===== config.mk =====
export PLATFORM = sky130hd
export DESIGN_NAME = cia_front
export DESIGN_NICKNAME = d
export VERILOG_FILES = /design/src/rtl/core/cia_pkg.sv /design/src/rtl/core/cia_front.sv
export SDC_FILE = /design/constraint.sdc
export NUM_CORES = 1
export LEC_CHECK = 0
export BUFFER_PORTS_ARGS = -buffer_cell sky130_fd_sc_hd__buf_2
export CORE_AREA = 2 2 106 108
export DETAILED_ROUTE_END_ITERATION = 10
export DIE_AREA = 0 0 108 110
export SLEW_MARGIN = 10
export SYNTH_ARGS = -nofsm -noshare
export SYNTH_HDL_FRONTEND = slang
export SYNTH_SLANG_ARGS = --single-unit

===== constraint.sdc =====
create_clock -name vclk -period 1.7
set_clock_uncertainty 0.2 [all_clocks]
set_input_delay 0.17 -clock vclk [all_inputs]
set_output_delay 0.17 -clock vclk [all_outputs]
set_load 0.01 [all_outputs]

===== src/rtl/core/cia_pkg.sv =====
package cia_pkg;

    localparam int VAL_W          = 64;
    localparam int DATA_WIDTH_DEF = 64;
    localparam int Q_DEPTH        = 2;
    localparam int MUL_CHUNK      = 16;

    localparam logic [1:0] ERR_DIV_ZERO = 2'd0;
    localparam logic [1:0] ERR_BAD_OP   = 2'd1;

    typedef enum logic [3:0] {
        M_ADD = 4'd0,
        M_SUB = 4'd1,
        M_DIV = 4'd2,
        M_MUL = 4'd3,
        M_MOD = 4'd4,
        M_POW = 4'd5,
        M_MIN = 4'd6,
        M_MAX = 4'd7
    } t_mode;

    typedef enum logic [3:0] {
        K_ERR,
        K_ADD,
        K_SUB,
        K_MIN,
        K_MAX,
        K_DIV,
        K_MOD,
        K_MUL,
        K_POW
    } t_kind;

    typedef struct packed {
        t_kind      kind;
        logic [1:0] code;
    } t_tag;

    typedef enum logic [2:0] {
        B_IDLE,
        B_DIV,
        B_MUL,
        B_FIN
    } t_bstate;

endpackage


===== src/rtl/core/cia_front.sv =====
module cia_front #(
    parameter int DATA_WIDTH = cia_pkg::DATA_WIDTH_DEF
) (
    input  logic                    i_in_valid,
    output logic                    o_in_stall,
    input  logic [3:0]              i_mode,
    input  logic signed [63:0]      i_left_value,
    input  logic                    i_left_is_error,
    input  logic [1:0]              i_left_error_code,
    input  logic signed [63:0]      i_right_value,
    input  logic                    i_right_is_error,
    input  logic [1:0]              i_right_error_code,
    input  logic                    i_q_full,
    output logic                    o_push,
    output cia_pkg::t_tag           o_tag,
    output logic [DATA_WIDTH-1:0]   o_a,
    output logic [DATA_WIDTH-1:0]   o_b
);
    import cia_pkg::*;

    assign o_in_stall = i_q_full;
    assign o_push     = i_in_valid && !i_q_full;
    assign o_a        = i_left_value[DATA_WIDTH-1:0];
    assign o_b        = i_right_value[DATA_WIDTH-1:0];

    // operand errors win over everything, left first
    always_comb begin
        o_tag.kind = K_ERR;
        o_tag.code = ERR_DIV_ZERO;
        if (i_left_is_error) begin
            o_tag.code = i_left_error_code;
        end else if (i_right_is_error) begin
            o_tag.code = i_right_error_code;
        end else begin
            case (t_mode'(i_mode))
                M_ADD: o_tag.kind = K_ADD;
                M_SUB: o_tag.kind = K_SUB;
                M_MUL: o_tag.kind = K_MUL;
                M_POW: o_tag.kind = K_POW;
                M_MIN: o_tag.kind = K_MIN;
                M_MAX: o_tag.kind = K_MAX;
                M_DIV: begin
                    if (o_b != '0) o_tag.kind = K_DIV;
                end
                M_MOD: begin
                    if (o_b != '0) o_tag.kind = K_MOD;
                end
                default: o_tag.code = ERR_BAD_OP;
            endcase
        end
    end

endmodule


==> metrics <==
Power Density 232 nW/um^2; DRT Wirelength 4830 um; Yosys top cell area share 0.787; fmax 515 MHz; sw frac 0.489; fraction of layout cells with a size suffix above 1 0.853; Critical Path Sink Type output port; syn_nets 314; Die Span Y 110 um; power share of the combinational group 1.000; RSZ-0062 raised after global routing yes; Synth Instances 174; commonest non-fill, non-tap cell in the layout buf_2; initial antenna violation count 0; Initial Util 0.115; dpl ws -0.516 ns; nets@finish 359; VDD IR max 0.0724 mV; Post-Syn Area per Cell 7.08 um^2; Hold WC Path Type input port to output port; Buffers on Ports 148; DIE WIDTH 108 um; Internal Pwr Total 0.000181 W; die area 11900 um^2; number of global-route vias before repair 996; fin util 0.143; startpoint types input port; sequential cell area 0 um^2; ANT cells 0; clkbuf count 0; Req. time, crit path 1.33 ns; multi-input logic area 373 um^2; synth top area cells buf_4 (79%), nor4_1 (8.6%), nand4_1 (2.0%), nand2_1 (1.5%), a21oi_1 (1.2%); Iter 0 DRT Violations 34; seq_cells 0; Finish-stage setup viols 3; FILL cells 1253; Clock Power Share 0; Avg WL per Cell 13.5 um; fin crit period 1.94 ns; failing checks setup timing; Max-slew headroom 0.818; Critical Path AT 1.57 ns; IO Pins 276; cell accounting for the most synthesized area buf_4; ANT nets after route 0; drt drc 0; CP Class input port to output port; total gr overflow 0; leak pwr 0.805 nW; DR vias 1184; core area 10700 um^2; Synth cell types 16; status complete, but fails checks; sequential share of power 0; Tcrit/Tclk final 1.14; Pre-Repair DR Iteration Count 5; placer congestion estimate 0.655; vias per cell 3.32; critical path peak fanout 3; max-cap violations 0; most frequent cells in the layout buf_2 (141), buf_4 (24), nor4_2 (6), nor4_4 (6), nor4_1 (6); post-detail-place hpwl 4420 um; gr usage total 0.0656; PnR worst setup slack -0.242 ns; Pins Over Slew Limit 0; Hold Crit Depth 0; Psw 0.000173 W; Worst-Margin Slew 0.271 ns; Seq/Total Area, Yosys 0; Syn Std Cell Area 1230 um^2; area grow syn2layout 24.4%; count of final hold-check violations 0; pin count of the biggest net entering global routing 8; YS warnings 0; Row Count 38; Post-CTS Hold Buffers 0; first-pass GRT wire length 5650 um
worst max-delay path, stage by stage:
cell      delay, ns
buf_6          0.10
nor4_4         0.24
buf_4          0.14
nand4_1        0.20
nor4_2         0.26
buf_4          0.16
o21bai_1       0.09
a21oi_1        0.07
buf_2          0.14
final cells by class:
cell class	count	area share
tap	140	0.114
multi-input combinational	42	0.243
inverter	3	0.00735
timing repair buffer	172	0.635
cell families after synthesis:
group           synth area share
buf+inv                    0.796
simple gates               0.152
compound gates            0.0437
mux                      0.00813
metrics by stage:
| step | hold WS [ns] | instances | total power (W) | area (um^2) | TNS [ns] |
|---|---|---|---|---|---|
| floorplan | 0.186 | 174 | 0.000339 | 1230 | 0 |
| global placement | 0.140 | 356 | 0.000318 | 1350 | -1.46 |
| detailed placement | 0.140 | 356 | 0.000318 | 1350 | -1.47 |
| CTS | 0.140 | 355 | 0.000336 | 1430 | -0.768 |
| global route | 0.140 | 357 | 0.000386 | 1530 | -0.966 |
| finish | 0.140 | 357 | 0.000355 | 1530 | -0.643 |
cells in the mapped netlist:
master and instances:
o21bai_1 1, buf_4 129, a211o_2 1, nand4_1 4
nor3_1 1, a31oi_1 1, o21ai_0 3, nor4_2 1
nor2b_1 1, nor2_1 2, or3_1 1, inv_1 3
nor4_1 17, nand2_1 5, mux2i_1 1, a21oi_1 3
worst paths after layout:
path / start / endpoint / slack [ns]
worst max-delay path: i_right_value[20] / o_tag[4] / -0.24
worst min-delay path: i_left_value[26] / o_a[26] / 0.14
metal layers:
layer  vias to the layer above  share of wire  global-route usage
met5                         -              0                   0
met4                         0          0.063              0.0421
met3                        40           0.14              0.0188
met2                       105           0.50               0.129
met1                       498           0.30              0.0577
li1                        541              -                   -
power by group through the flow:
stage	clock (W)	combinational, W	sequential [W]
6_report	0	0.000355	0
5_1_grt	0	0.000386	0
4_1_cts	0	0.000336	0
3_5_place_dp	0	0.000318	0
3_3_place_gp	0	0.000318	0
2_1_floorplan	0	0.000339	0
timing repair:
action,in CTS,in global routing
pin swaps,9,6
resized for setup,12,18
buffers inserted,0,2
setup endpoints to repair,3,3
Note: power is estimated with default switching activity, not from simulation.
