### src/rtl/core/cia_pkg.sv
package cia_pkg;

    localparam int VAL_W          = 64;
    localparam int DATA_WIDTH_DEF = 64;
    localparam int Q_DEPTH        = 2;
    localparam int MUL_CHUNK      = 16;

    localparam logic [1:0] ERR_DIV_ZERO = 2'd0;
    localparam logic [1:0] ERR_BAD_OP   = 2'd1;

    typedef enum logic [3:0] {
        M_ADD = 4'd0,
        M_SUB = 4'd1,
        M_DIV = 4'd2,
        M_MUL = 4'd3,
        M_MOD = 4'd4,
        M_POW = 4'd5,
        M_MIN = 4'd6,
        M_MAX = 4'd7
    } t_mode;

    typedef enum logic [3:0] {
        K_ERR,
        K_ADD,
        K_SUB,
        K_MIN,
        K_MAX,
        K_DIV,
        K_MOD,
        K_MUL,
        K_POW
    } t_kind;

    typedef struct packed {
        t_kind      kind;
        logic [1:0] code;
    } t_tag;

    typedef enum logic [2:0] {
        B_IDLE,
        B_DIV,
        B_MUL,
        B_FIN
    } t_bstate;

endpackage

### src/rtl/core/cia_queue.sv
module cia_queue #(
    parameter int WIDTH = 8
) (
    input  logic             i_clk,
    input  logic             i_rst_n,
    input  logic             i_push,
    input  logic [WIDTH-1:0] i_data,
    output logic             o_full,
    input  logic             i_pop,
    output logic             o_empty,
    output logic [WIDTH-1:0] o_data
);
    import cia_pkg::*;

    localparam int PTR_W = (Q_DEPTH > 1) ? $clog2(Q_DEPTH) : 1;
    localparam int CNT_W = $clog2(Q_DEPTH + 1);

    logic [WIDTH-1:0] r_mem [Q_DEPTH];
    logic [PTR_W-1:0] r_wr, n_wr, r_rd, n_rd;
    logic [CNT_W-1:0] r_cnt, n_cnt;

    assign o_full  = (r_cnt == CNT_W'(Q_DEPTH));
    assign o_empty = (r_cnt == '0);
    assign o_data  = r_mem[r_rd];

    always_comb begin
        n_wr  = r_wr;
        n_rd  = r_rd;
        n_cnt = r_cnt;
        if (i_push) begin
            n_wr = (r_wr == PTR_W'(Q_DEPTH - 1)) ? '0 : r_wr + 1'b1;
        end
        if (i_pop) begin
            n_rd = (r_rd == PTR_W'(Q_DEPTH - 1)) ? '0 : r_rd + 1'b1;
        end
        if (i_push && !i_pop) begin
            n_cnt = r_cnt + 1'b1;
        end else if (i_pop && !i_push) begin
            n_cnt = r_cnt - 1'b1;
        end
    end

    always_ff @(posedge i_clk) begin
        if (!i_rst_n) begin
            r_wr  <= '0;
            r_rd  <= '0;
            r_cnt <= '0;
        end else begin
            r_wr  <= n_wr;
            r_rd  <= n_rd;
            r_cnt <= n_cnt;
        end
    end

    always_ff @(posedge i_clk) begin
        if (i_push) begin
            r_mem[r_wr] <= i_data;
        end
    end

endmodule

### config.mk
export PLATFORM = sky130hd
export DESIGN_NAME = cia_queue
export DESIGN_NICKNAME = d
export VERILOG_FILES = /design/src/rtl/core/cia_pkg.sv /design/src/rtl/core/cia_queue.sv
export SDC_FILE = /design/constraint.sdc
export NUM_CORES = 1
export LEC_CHECK = 0
export BUFFER_PORTS_ARGS = -buffer_cell sky130_fd_sc_hd__buf_2
export CAP_MARGIN = 10
export CORE_MARGIN = 2
export CORE_UTILIZATION = 52
export CTS_BUF_LIST = sky130_fd_sc_hd__clkbuf_8
export DETAILED_ROUTE_END_ITERATION = 8
export GPL_ROUTABILITY_DRIVEN = 0
export HOLD_SLACK_MARGIN = 0.05
export PLACE_DENSITY = 0.88
export SLEW_MARGIN = 20
export SYNTH_ARGS = -nofsm -noshare
export SYNTH_HDL_FRONTEND = slang
export SYNTH_SLANG_ARGS = --single-unit
### constraint.sdc
create_clock -name i_clk -period 1.6 [get_ports i_clk]
set_clock_uncertainty 0.2 [all_clocks]
set_input_delay 0.08 -clock i_clk [delete_from_list [all_inputs] [get_ports i_clk]]
set_output_delay 0.08 -clock i_clk [all_outputs]
set_load 0.05 [all_outputs]
==> impl_metrics.csv <==
group,metric,value,unit
job,maxCapViolCount,0,
routing,wirelength,1450,um
global_routing,antenna_found_initial,0,
worst_hold_path,hold_path_class,"primary input to flop",
power,ir_worst_vdd,0.7829,mV
timing,slew_violations,0,
routing,drc_errors,0,
floorplan,die-area,0.001857,mm^2
final_layout,nets,97,
worst_hold_path,min_from,"i_push",
floorplan,fp.dieW,43.09,um
setup_path,crit_fanout,3,
global_routing,grt.overflow.total,0,
routing,final_antenna_net_count,0,
power,leakagePower,0.4419,nW
floorplan,die_h,43.09,um
timing,finalHoldViolCount,0,
timing,relSlewSlack,74.58,%
placed_design,place_inst,84,
timing,worst_slew_pin_slew,0.3813,ns
setup_path,critPathTopFamily,"buffers and inverters",
clock_network,worst_skew_pair.late_latency,0.26,ns
setup_path,r2r-end,"r_wr",
final_layout,finalInstanceArea,0.001091,mm^2
setup_path,r2r_setup_slack,0.13,ns
floorplan,ios,22,
setup_path,r2r_cells,3,
run_status,status,"finished clean",
routing,drt_iter0_markers,1,
timing,fin_crit_sh,96.43,%
setup_path,cp.buffers_inverters,3,
global_routing,grt_usage,17.29,%
setup_path,cp.arrival,1.54,ns
yosys,synth_cell_types,16,
placed_design,port_buffers,21,
floorplan,std_cell_rows,14,
final_layout,finalNonFillerCells,99,
final_layout,final_core_util,74.15,%
clock_network,cts_htree_levels,1,
final_layout,seqCellArea,581.8,um^2
global_routing,grt_max_degree,12,
setup_path,critPathRequiredTime,1.59,ns
final_layout,fillers,96,
power,powerDensity,1133,mW/mm^2
yosys,syn_inst,47,
setup_path,cp-end-kind,"flop",
final_layout,area_delta_synth_final,37.32,%
global_routing,grt_pass1_wl,2132,um
worst_hold_path,hold_depth,4,
yosys,synth.top_cell.area_share,60.47,%
final_layout,multi_input_area,217.7,um^2
yosys,synth_area_leaders,"edfxtp_1 (60%), dfxtp_1 (13%), mux2_2 (11%), and2_1 (3.1%), xor2_1 (2.2%)",
yosys,yosysTopAreaCell,"edfxtp_1",
timing,max_freq,648.1,MHz
routing,vias,466,
final_layout,diodes,0,
setup_path,reg2reg_from,"r_wr",
yosys,ys_seq_area_share,73.07,%
setup_path,crit_path_start_kind,"primary input",
routing,firstDrtPassIters,4,
worst_hold_path,hold_end,"r_cnt[1]",
setup_path,criticalPathCategory,"primary input to flop",
placed_design,hpwl,960.3,um
routing,post_drt_wl_per_cell,14.65,um
clock_network,cts_tree,"yes",
setup_path,critPathMaxStageDelay,0.53,ns
floorplan,initial_core_util,54.00,%
clock_network,cts_root_buffer,"clkbuf_8",
clock_network,cts.clk_slew.worst_paths,0.07,ns
final_layout,final_layout_size_suffix_gt1_share,43.37,%
timing,setup_viol,0,
yosys,ys_warn_count,0,
yosys,ys_seq_elements,21,
global_routing,grt_pass1_vias,498,
yosys,synth_fp_nets,60,
setup_path,crit_chain,"dlygate4sd3_1 -> buf_2 -> inv_1 -> ha_4 -> or3_1 -> a21boi_1",
floorplan,coreArea,0.001471,mm^2
clock_network,clockBufferDepth,2,
placed_design,place_area,922.1,um^2
timing,finalWorstPathRequiredPeriod,1.543,ns
setup_path,cp_slowest_cell,"dlygate4sd3_1",
yosys,syn_area_per_cell,16.90,um^2
clock_network,cts_buffers,3,
clock_network,cts.sinks,21,
yosys,netlist_area,794.5,um^2
setup_path,setup.worst_path.start,"i_pop",
routing,via_per_inst,4.707,
layer usage:
metal | GRT usage [%] | wire (um) | vias to the layer above
met2 | 30.15 | 790 | 16
met3 | 5.106 | 74 | 5
li1 | - | - | 239
met5 | 0 | 0 | -
met1 | 16.81 | 541 | 206
met4 | 12.73 | 43 | 0
cells in the mapped netlist:
cell and count:
and2b_2 1, ha_1 1, or3_1 1, and2_1 4
o21a_1 1, xnor2_1 1, inv_1 1, xor2_1 2
a21boi_1 1, nor2b_1 2, edfxtp_1 16, dfxtp_1 5
nor2_1 1, buf_2 1, o21ai_0 1, mux2_2 8
state kept, by name (all words and copies together) (netlist names), named ones only:
register	flops
r_mem	16
r_cnt	2
r_rd	1
r_wr	1
where the power goes:
group / internal (W) / switching (W)
combinational: 0.0000984 / 0.000163
sequential: 0.000625 / 0.0000221
clock: 0.000171 / 0.000158
total: 0.000894 / 0.000342
how the worst max path moves through the flow:
| stage | end | depth (start not counted) |
|---|---|---|
| floorplan | r_mem[0][0] | 1 |
| global placement | o_data[6] | 2 |
| detailed placement | o_data[4] | 2 |
| CTS | r_cnt[1] | 6 |
| global route | r_cnt[1] | 6 |
| finish | r_cnt[1] | 6 |
kinds of logic after synthesis:
family                   Yosys count  synth area share (%)
flip-flops                        21                 73.07
XOR/XNOR                           3                 3.308
adder cells (fa/ha/maj)            1                 1.575
AND/OR/NAND/NOR                    9                 7.086
multiplexers                       8                 11.34
AO/OA/AOI/OAI                      3                 2.520
buffers and inverters              2                 1.101
cell type report:
| class | instances | share of cell area (%) |
|---|---|---|
| timing repair buffer | 33 | 20.41 |
| clock inverter | 1 | 0.3440 |
| multi-input combinational | 24 | 19.95 |
| inverter | 1 | 0.3440 |
| clock buffer | 3 | 3.784 |
| tap | 16 | 1.835 |
| sequential | 21 | 53.33 |
tightest hold or removal path: cells and delay by family:
family | cells | cell delay [ns]
buffers and inverters | 1 | 0.14
and+or+nand+nor | 1 | 0.10
AOI/OAI and AO/OA | 1 | 0.05
adders and majority gates | 1 | 0.15
timing repair:
| item | in CTS | in global routing |
|---|---|---|
| pin swaps | 0 | 0 |
| setup buffers | 0 | 0 |
| endpoints found under the hold margin | 21 | 0 |
| endpoints found under the setup margin | 8 | 1 |
| resized for setup | 1 | 1 |
| hold buffers | 11 | 0 |
cells in the final DEF (no fill, tap or decap), types with 2 or more instances in the layout:
cell	synthesis	layout
buf_2	1	21
edfxtp_1	16	16
dlygate4sd3_1	0	11
mux2_2	8	8
and2_1	4	4
dfxtp_1	5	4
clkbuf_8	0	3
inv_1	1	2
xor2_1	2	2
nor2b_1	2	2
per-stage QoR:
stage | hold slack (ns) | worst slack [ns] | total power, W | setup TNS [ns]
after floorplan | -0.02113 | 0.2957 | 0.0008339 | 0
after global placement | 0.06939 | 0.2270 | 0.0008845 | 0
after detailed placement | 0.08002 | 0.2079 | 0.0008936 | 0
after CTS | 0.1274 | 0.03232 | 0.001240 | 0
after global routing | 0.1398 | -0.002252 | 0.001289 | -0.002252
final | 0.1112 | 0.05714 | 0.001237 | 0
Note: power is estimated with default switching activity, not from simulation.
